`src/sv/sdl_pkg.sv`:
```
// Shared types and constants for the signed decimal display digit writer.
`default_nettype none

package sdl_pkg;

   // Input value and result field widths.
   localparam int ValueWidth   = 16;
   localparam int MagWidth     = 14;
   localparam int AddressWidth = 3;
   localparam int CodeWidth    = 4;

   // Saturation limits of the shown value.
   localparam int ValueMax = 9999;
   localparam int ValueMin = -999;

   // Data codes sent to the display driver.
   localparam logic [CodeWidth-1:0] ClearCode = 4'd0;
   localparam logic [CodeWidth-1:0] MinusCode = 4'd10;

   // Number of register writes produced by one value.
   localparam int WritesPerRun = 8;

   // Digit extraction steps: thousands, hundreds, tens.
   typedef enum logic [1:0] {
      StepThousands = 2'd0,
      StepHundreds  = 2'd1,
      StepTens      = 2'd2
   } step_type;

   // One digit peeled off the running remainder.
   typedef struct packed {
      logic [CodeWidth-1:0] digit;
      logic [MagWidth-1:0]  remainder;
   } digit_step_type;

endpackage : sdl_pkg

`default_nettype wire

```
`src/sv/sdl_digit_step.sv`:
```
// One decimal digit step: compares against constant multiples of the place value.
`default_nettype none

module sdl_digit_step (
   input  sdl_pkg::step_type       step_sel,
   input  logic [13:0]             remainder,
   output sdl_pkg::digit_step_type result
);

   localparam int MagW  = sdl_pkg::MagWidth;
   localparam int CodeW = sdl_pkg::CodeWidth;

   // Multiples 0..9 of the place value for each step.
   localparam logic [MagW-1:0] Thr1000 [10] = '{
      14'd0, 14'd1000, 14'd2000, 14'd3000, 14'd4000,
      14'd5000, 14'd6000, 14'd7000, 14'd8000, 14'd9000};
   localparam logic [MagW-1:0] Thr100 [10] = '{
      14'd0, 14'd100, 14'd200, 14'd300, 14'd400,
      14'd500, 14'd600, 14'd700, 14'd800, 14'd900};
   localparam logic [MagW-1:0] Thr10 [10] = '{
      14'd0, 14'd10, 14'd20, 14'd30, 14'd40,
      14'd50, 14'd60, 14'd70, 14'd80, 14'd90};

   logic [MagW-1:0] thr [10];
   logic [CodeW-1:0] digit;

   // Pick the threshold row for the current place value.
   always_comb begin
      case (step_sel)
         sdl_pkg::StepThousands: thr = Thr1000;
         sdl_pkg::StepHundreds:  thr = Thr100;
         sdl_pkg::StepTens:      thr = Thr10;
         default:                thr = Thr10;
      endcase
   end

   // The digit is the largest multiple that still fits; the compares are independent.
   always_comb begin
      digit = '0;
      for (int k = 1; k < 10; k++) begin
         if (remainder >= thr[k]) begin
            digit = CodeW'(k);
         end
      end
   end

   assign result.digit     = digit;
   assign result.remainder = remainder - thr[digit];

endmodule : sdl_digit_step

`default_nettype wire

```
`src/sv/signed_decimal_led_digit_writer.sv`:
```
// Top level: turns a signed value into eight display-driver digit register writes.
//
//   channel  | ports                                         | handshake
//   ---------+-----------------------------------------------+---------------------------
//   request  | req_value                                     | start high, busy low
//   response | rsp_digit_address, rsp_digit_code,            | rsp_strobe, one cycle each
//            | rsp_last_of_run                               |
//
// Each value gives four clears and then four digits, one register write leaving per cycle.
// A new value is taken at the edge that launches the last write, so values follow each
// other with no gap. The first write reaches the ports through the active flag and the
// strobe register. The digits are peeled off one per cycle by a compare unit while the
// clears go out. Synchronous reset clears the sequencer and the strobe.
// Writes cannot be held off by the receiver.
`default_nettype none

module signed_decimal_led_digit_writer (
   input  logic               clock,
   input  logic               reset,
   input  logic               start,
   output logic               busy,
   input  logic signed [15:0] req_value,
   output logic               rsp_strobe,
   output logic [2:0]         rsp_digit_address,
   output logic [3:0]         rsp_digit_code,
   output logic               rsp_last_of_run
);

   localparam int MagW   = sdl_pkg::MagWidth;
   localparam int CodeW  = sdl_pkg::CodeWidth;
   localparam int AddrW  = sdl_pkg::AddressWidth;
   localparam int CountW = $clog2(sdl_pkg::WritesPerRun);
   localparam logic [CountW-1:0] LastCount  = CountW'(sdl_pkg::WritesPerRun - 1);
   localparam logic [CountW-1:0] FirstDigit = CountW'(sdl_pkg::WritesPerRun / 2);
   localparam logic signed [15:0] SatHigh = 16'(sdl_pkg::ValueMax);
   localparam logic signed [15:0] SatLow  = 16'(sdl_pkg::ValueMin);

   logic              active_ff, active_in;
   logic [CountW-1:0] count_ff, count_in;
   logic              neg_ff;
   logic [MagW-1:0]   rem_ff;
   logic [CodeW-1:0]  digit_ff [3];
   logic              strobe_ff;
   logic              last_ff;
   logic [AddrW-1:0]  address_ff, address_in;
   logic [CodeW-1:0]  code_ff, code_in;

   logic              accept;
   logic              sat_neg;
   logic [MagW-1:0]   sat_mag;
   logic              step_en;
   sdl_pkg::step_type       step_sel;
   sdl_pkg::digit_step_type step_result;

   // Accept during idle or during the final write of the current run.
   assign busy   = active_ff && (count_ff != LastCount);
   assign accept = start && !busy;

   // Saturate to the display range and split into sign and magnitude.
   always_comb begin
      if (req_value > SatHigh) begin
         sat_neg = 1'b0;
         sat_mag = MagW'(sdl_pkg::ValueMax);
      end else if (req_value < SatLow) begin
         sat_neg = 1'b1;
         sat_mag = MagW'(-sdl_pkg::ValueMin);
      end else if (req_value[15]) begin
         sat_neg = 1'b1;
         sat_mag = MagW'(-req_value);
      end else begin
         sat_neg = 1'b0;
         sat_mag = MagW'(req_value);
      end
   end

   // Digit extraction runs on counts 0 to 2 of a run: thousands, hundreds, tens.
   assign step_en  = active_ff && (count_ff < CountW'(3));
   assign step_sel = sdl_pkg::step_type'(count_ff[1:0]);

   sdl_digit_step u_digit_step (
      .step_sel  (step_sel),
      .remainder (rem_ff),
      .result    (step_result)
   );

   // Sequencer next state.
   always_comb begin
      active_in = active_ff;
      count_in  = count_ff;
      if (accept) begin
         active_in = 1'b1;
         count_in  = '0;
      end else if (active_ff) begin
         active_in = (count_ff != LastCount);
         count_in  = count_ff + 1'b1;
      end
   end

   // Address and code of the write leaving this cycle.
   always_comb begin
      if (count_ff < FirstDigit) begin
         address_in = AddrW'({1'b0, count_ff[1:0]}) + 1'b1;
      end else begin
         address_in = AddrW'(4) - AddrW'({1'b0, count_ff[1:0]});
      end
      case (count_ff)
         3'd4:    code_in = neg_ff ? sdl_pkg::MinusCode : digit_ff[0];
         3'd5:    code_in = digit_ff[1];
         3'd6:    code_in = digit_ff[2];
         3'd7:    code_in = rem_ff[CodeW-1:0];
         default: code_in = sdl_pkg::ClearCode;
      endcase
   end

   // Control state and the response strobe.
   always_ff @(posedge clock) begin
      if (reset) begin
         active_ff <= 1'b0;
         count_ff  <= '0;
         strobe_ff <= 1'b0;
         last_ff   <= 1'b0;
      end else begin
         active_ff <= active_in;
         count_ff  <= count_in;
         strobe_ff <= active_ff;
         last_ff   <= active_ff && (count_ff == LastCount);
      end
   end

   // Value, digit and response payload registers.
   always_ff @(posedge clock) begin
      if (accept) begin
         neg_ff <= sat_neg;
         rem_ff <= sat_mag;
      end else if (step_en) begin
         rem_ff               <= step_result.remainder;
         digit_ff[count_ff[1:0]] <= step_result.digit;
      end
      address_ff <= address_in;
      code_ff    <= code_in;
   end

   assign rsp_strobe        = strobe_ff;
   assign rsp_digit_address = address_ff;
   assign rsp_digit_code    = code_ff;
   assign rsp_last_of_run   = last_ff;

endmodule : signed_decimal_led_digit_writer

`default_nettype wire

```
`config.mk`:
```
export PLATFORM = sky130hd
export DESIGN_NAME = signed_decimal_led_digit_writer
export DESIGN_NICKNAME = d
export VERILOG_FILES = /design/src/sv/sdl_pkg.sv /design/src/sv/sdl_digit_step.sv /design/src/sv/signed_decimal_led_digit_writer.sv
export SDC_FILE = /design/constraint.sdc
export NUM_CORES = 1
export LEC_CHECK = 0
export BUFFER_PORTS_ARGS = -buffer_cell sky130_fd_sc_hd__clkbuf_2
export CAP_MARGIN = 20
export CORE_ASPECT_RATIO = 0.8
export CORE_MARGIN = 4
export CORE_UTILIZATION = 60
export CTS_BUF_LIST = sky130_fd_sc_hd__clkbuf_4
export DETAILED_ROUTE_END_ITERATION = 6
export GPL_TIMING_DRIVEN = 0
export PLACE_DENSITY_LB_ADDON = 0.08
export SLEW_MARGIN = 20
export SYNTH_ARGS = -nofsm -noshare
export SYNTH_HDL_FRONTEND = slang
export SYNTH_SLANG_ARGS = --single-unit
```
`constraint.sdc`:
```
create_clock -name clock -period 13.1 [get_ports clock]
set_input_delay 1.965 -clock clock [delete_from_list [all_inputs] [get_ports clock]]
set_output_delay 1.965 -clock clock [all_outputs]
set_load 0.03 [all_outputs]
```
# Word-level counts from Yosys, hierarchy flattened
# Memory sizes are Yosys's and may differ from the RTL's.
# Index checks and enable logic that the tools add are counted.
[word_totals] register_bits=28 ramBits=12 output_inout_bits=10 word_cells=71 memories=1
[op_classes] addsub=5 order_cmp=14 eq_ne=6 mux=28 bitwise=1 reduce_logical=8
[mem_list] name="digit_ff" words=3 word_bits=4 rd=3 rd_ports_with_merged_regs=0 wr=1 line="signed_decimal_led_digit_writer.sv:42" text="logic [CodeW-1:0] digit_ff [3];"
[op_table] op="$pmux 122 s2" count=1
[op_table] op="$ge 14x14->1" count=8
[op_table] op="$mux 14" count=7
[op_table] op="$bmux 14 s4" count=1
[op_table] op="$gt 16x15->1 const B" count=1
[op_table] op="$lt 16x11->1 const B" count=1
[op_table] op="$pmux 4 s4" count=1
[op_table] op="$mux 3" count=5
[op_table] op="$ge 14x10->1" count=1
[op_table] op="$neg 14->14" count=1
[op_table] op="$sub 14x14->14" count=1
[op_table] op="$eq 3x3->1 const B" count=4
[op_table] op="$mux 4" count=3
[op_table] op="$mux 1" count=8
[op_table] op="$ge 5x5->1 const B" count=1
[op_table] op="$not 4->5" count=1
[op_table] op="$logic_and 1x1->1" count=4
[op_table] op="$mux 2" count=2
[op_table] op="$add 2x1->3 const B" count=1
[op_table] op="$add 3x1->3 const B" count=1
[op_table] op="$lt 3x2->1 const B" count=1
[op_table] op="$lt 3x3->1 const B" count=1
[op_table] op="$ne 3x3->1 const B" count=1
[op_table] op="$sub 3x2->3 const A" count=1
[op_table] op="5 further kinds" count=5

# Depth between registers and ports, before layout
[logic_depth] depth_word=19 mapped_depth=26 ltp_nobuf=24

# Hierarchy
# A second synthesis with hierarchy kept.
[hier_totals] hier_cells=484 area_unflattened_um2=4237.8
[modules_own_cells] mod="sdl_digit_step" instances=1 cells_each=316 area_each_um2=2311.0 seq_area_each_um2=0.0
[modules_own_cells] mod="signed_decimal_led_digit_writer" instances=1 cells_each=168 area_each_um2=1926.8 seq_area_each_um2=1071.0

# Worst setup path before layout
# No wires, ideal clock.
[synth_path] kind="register to register" startpoint="reg count_ff[1]" endpoint="reg rem_ff[12], data pin" setup_ns=0.271 t_arrival_ns=5.225 t_required_ns=12.829 slack_ns=7.603 stages_incl_launch_ff=27 n_path_buf=2 cell_sequence="dfxtp_1 -> inv_1 -> ha_1 -> inv_1 -> ha_1 -> buf_2 -> a21oi_1 -> o211ai_1 -> a21o_1 -> a21o_1 -> or2_1 -> buf_6 -> a21oi_2 -> nand2b_4 -> inv_1 -> a2bb2oi_1 -> o21ai_0 -> ha_1 -> nor2b_1 -> o21ai_0 -> nand2b_1 -> a21o_1 -> a31o_2 -> a41o_1 -> o41a_1 -> xnor2_1 -> o22ai_1"
[synth_lines] item="start: declaration" line="signed_decimal_led_digit_writer.sv:39" text="logic [CountW-1:0] count_ff, count_in;"
[synth_lines] item="start signal: assignment" line="signed_decimal_led_digit_writer.sv:124" text="count_ff <= count_in;"
[synth_lines] item="end signal: assignment" line="signed_decimal_led_digit_writer.sv:134" text="rem_ff <= sat_mag;"
[synth_lines] item="end signal: assignment" line="signed_decimal_led_digit_writer.sv:136" text="rem_ff <= step_result.remainder;"
[synth_lines] item="end: declaration" line="signed_decimal_led_digit_writer.sv:41" text="logic [MagW-1:0] rem_ff;"

==> impl_summary.txt <==
----------------------------------------------------
[Run status]
  Run status ... finished clean

[Global routing]
  Number of antenna violations at the first check in global routing ... 0
  Via count of the first global-routing pass ... 3623
  Total routing usage reported by global routing ... 0.278
  Global-route wire length before repair ... 18800 um
  Gr ovfl total ... 0
  Maximum number of pins on one net before global-route repair ... 17

[Synthesis]
  Sequential area share after synthesis ... 0.254
  Post-synthesis cell count ... 493
  Post-synthesis instance area ... 0.00421 mm^2
  Post-synth cell types ... 71
  Net count after synthesis ... 570
  Count of warnings emitted by yosys ... 0
  Flip-flop and latch count after synthesis ... 40
  Fraction of registers with async set or reset after synthesis ... 0
  Number of enable flip-flop cells after synthesis ... 27
  Most used flip-flop cell after synthesis ... sky130_fd_sc_hd__edfxtp_1
  Synthesized area per cell ... 8.55 um^2

[STA]
  Worst clock skew ... 17.3 ps
  Fmax ... 140 MHz
  Final hold violations ... 0
  Setup violations, final ... 0
  Unrepaired setup endpoints after global routing ... false
  Setup TNS after final layout ... 0 ps
  Final period utilization ... 0.546
  Slew Limit Fails ... 0
  Tmin final ... 7150 ps
  Final-layout worst hold slack ... 552 ps
  Least-Margin Pin Slew ... 729 ps
  Worst rel slew slack ... 0.510

[Route]
  Via count ... 4039
  Post-Route WL ... 11600 um
  Post-detailed-route wirelength per cell ... 18.8 um
  Count of unresolved DRC violations after routing ... 0
  Via count normalized by instance count ... 6.56
  Met1 Wirelength ... 5310 um
  Routed wl met2 ... 4870 um
  Post-DRT Antenna Nets ... 0
  Met3 WL ... 1180 um
  DRT Pass-1 Iters ... 5
  Top Metal Used ... met4
  Initial drt markers ... 376

[Die]
  I/O pins ... 29
  Std-Cell Rows ... 27
  Die Span Y ... 83.0 um
  X dimension of the die ... 102 um
  Initial Util ... 0.614
  Die Area ... 0.00844 mm^2
  Core Area ... 0.00686 mm^2

[Setup path]
  Start-to-end type of the worst setup path ... flop to flop
  Crit. End Element ... flop
  Maximum fanout along the worst path ... 16
  Number of gates on the worst path with buffers counted ... 25
  Worst setup endpoint ... rem_ff[12]
  Kind of start point of the critical path ... flop
  Slowest stage cell on the critical path ... sky130_fd_sc_hd__dfxtp_1
  Terminus of the critical flop-to-flop path ... rem_ff[12]
  Worst Path Required ... 13220 ps
  Largest incremental delay on the critical path ... 810 ps
  R2R Setup Slk ... 5950 ps
  Worst r2r src ... count_ff[1]
  Arrival time at the worst endpoint ... 7260 ps
  Kind of cell with the highest combined delay on the critical path ... compound AO/OA/AOI/OAI gates
  Number of cells on the worst reg-to-reg path ... 25
  Critical Path Start ... count_ff[1]
  Bufs and invs on worst path ... 4

[Cells and area]
  Final Instance Area ... 0.00455 mm^2
  Layout-stage area growth over the synthesis result ... 7.87%
  Number of filler cells placed in the layout ... 566
  Layout net count ... 605
  Fraction of layout cells with a size suffix above 1 ... 0.117
  Total inserted antenna cells ... 0
  Commonest non-fill, non-tap cell in the layout ... sky130_fd_sc_hd__ha_1
  Most frequent cells in the layout ... sky130_fd_sc_hd__ha_1 (58), sky130_fd_sc_hd__nor2_1 (38), sky130_fd_sc_hd__o21ai_0 (31), sky130_fd_sc_hd__nand2_1 (31), sky130_fd_sc_hd__inv_1 (29)

[Power and ir drop]
  Power density normalized to cell area ... 269 mW/mm^2
  Comb power frac ... 0.719
  Relative contribution of sequential cells to total power ... 0.209
  Leakage dissipation ... 1.89 nW
  Net switching share of the total power ... 0.501
  Clock network power share ... 0.072
  P_int ... 0.612 mW
  Switching pwr ... 0.613 mW
  Largest vdd supply drop ... 0.202 mV

[Clocking]
  CTS tree ... done
  Clock latency on the worst-skew pair ... 370 ps
  Number of clock sinks ... 40
  Post-CTS sizing ... 0
  Root Buffer Master ... sky130_fd_sc_hd__clkbuf_4
  Total setup buffers inserted after CTS ... 0
  Number of hold-repair buffers added at the cts stage ... 0
  Clk slew on worst S/H paths ... 140 ps
  Clock buffer count from CTS ... 5
  Number of H-tree levels ... 2
  Buffer levels on the longest clock path ... 2

[Min path]
  Number of cells on the worst hold path ... 2
  Hold wc startpoint ... digit_ff[0][0]
  Hold WC Path Type ... flop to flop

[Placed design]
  Post-detail-place hpwl ... 8960 um
  Final Wtd Congestion ... 0.986
  Quantity of I/O buffers inserted on ports ... 28
  Post-placement cell area ... 0.00446 mm^2

[Job]
  Max-capacitance violation count ... 0

----------------------------------------------------
worst reg2reg max path, delay by kind of cell, from the launching register on:
family,cells,cell delay (ps)
simple gates,5,1250
compound gates,12,2590
buf+inv,4,1060
xor+xnor,1,220
fa+ha+maj,3,990
flops,1,810
metrics by stage:
stage                     total power [mW]  setup slack, ps  utilization  instances
after floorplan                      0.918             7600            -        493
after global placement                1.09             6240        0.651        608
after detailed placement              1.12             6150        0.651        608
after CTS                             1.21             6090        0.663        616
after global routing                  1.33             5430        0.663        616
final                                 1.22             5950        0.663        616
routing by layer:
metal | up-vias | global-route usage
li1 | 1946 | -
met1 | 1846 | 0.427
met2 | 226 | 0.395
met3 | 21 | 0.0462
met4 | 0 | 0.0845
met5 | - | 0
cells by family after synthesis:
family,Yosys count,share of synthesized area
simple gates,170,0.213
compound gates,149,0.247
fa+ha+maj,58,0.172
buf+inv,44,0.0454
flops,40,0.254
xor+xnor,28,0.0582
mux,4,0.00980
synth_stat cells (all sizes together) (6+ instances only):
| library cell | number | share of area |
|---|---|---|
| o21ai | 34 | 0.042 |
| nand4 | 10 | 0.015 |
| or2 | 6 | 0.0089 |
| nor2b | 7 | 0.010 |
| nand2 | 31 | 0.028 |
| ha | 58 | 0.17 |
| a211oi | 11 | 0.020 |
| o211ai | 8 | 0.014 |
| buf | 6 | 0.012 |
| a21o | 6 | 0.011 |
| dfxtp | 13 | 0.062 |
| xor2 | 12 | 0.025 |
| nor2 | 39 | 0.035 |
| inv | 29 | 0.026 |
| xnor2 | 16 | 0.033 |
| edfxtp | 27 | 0.19 |
| nand2b | 8 | 0.014 |
| clkbuf | 9 | 0.0080 |
| nand3 | 17 | 0.020 |
| nor3 | 20 | 0.025 |
| a21oi | 28 | 0.034 |
flip-flops by register name, indices dropped and copies added, names as in the netlist, named ones only:
signal	cells
rem_ff	13
digit_ff	12
rsp_digit_code	4
count_ff	3
rsp_digit_address	3
active_ff	1
neg_ff	1
rsp_last_of_run	1
rsp_strobe	1
power groups by stage:
stage	Sequential, mW	Combinational [mW]	Clock (mW)
after floorplan	0.229	0.689	0
after global placement	0.257	0.831	0
after detailed placement	0.257	0.859	0
after CTS	0.253	0.866	0.0896
after global routing	0.258	0.981	0.0945
final	0.256	0.881	0.0881
final cells by class:
type,instances,area [um^2],share of cell area
Clock buffer,5,37.5,0.00826
Clock inverter,3,45.0,0.00991
Multi-Input combinational cell,409,2950,0.649
Buffer,15,82.6,0.0182
Sequential cell,40,1070,0.236
Timing Repair Buffer,28,140,0.0308
Tap cell,87,109,0.0239
Inverter,29,109,0.0239
worst min-delay path by stage:
stage	end	slack [ps]
CTS	rsp_digit_code[2]	540
global route	rsp_digit_code[0]	570
global placement	rsp_digit_code[0]	530
finish	rsp_digit_code[0]	550
floorplan	rsp_digit_address[0]	500
detailed placement	rsp_digit_code[2]	520
Power figures use the tool's default switching activity.
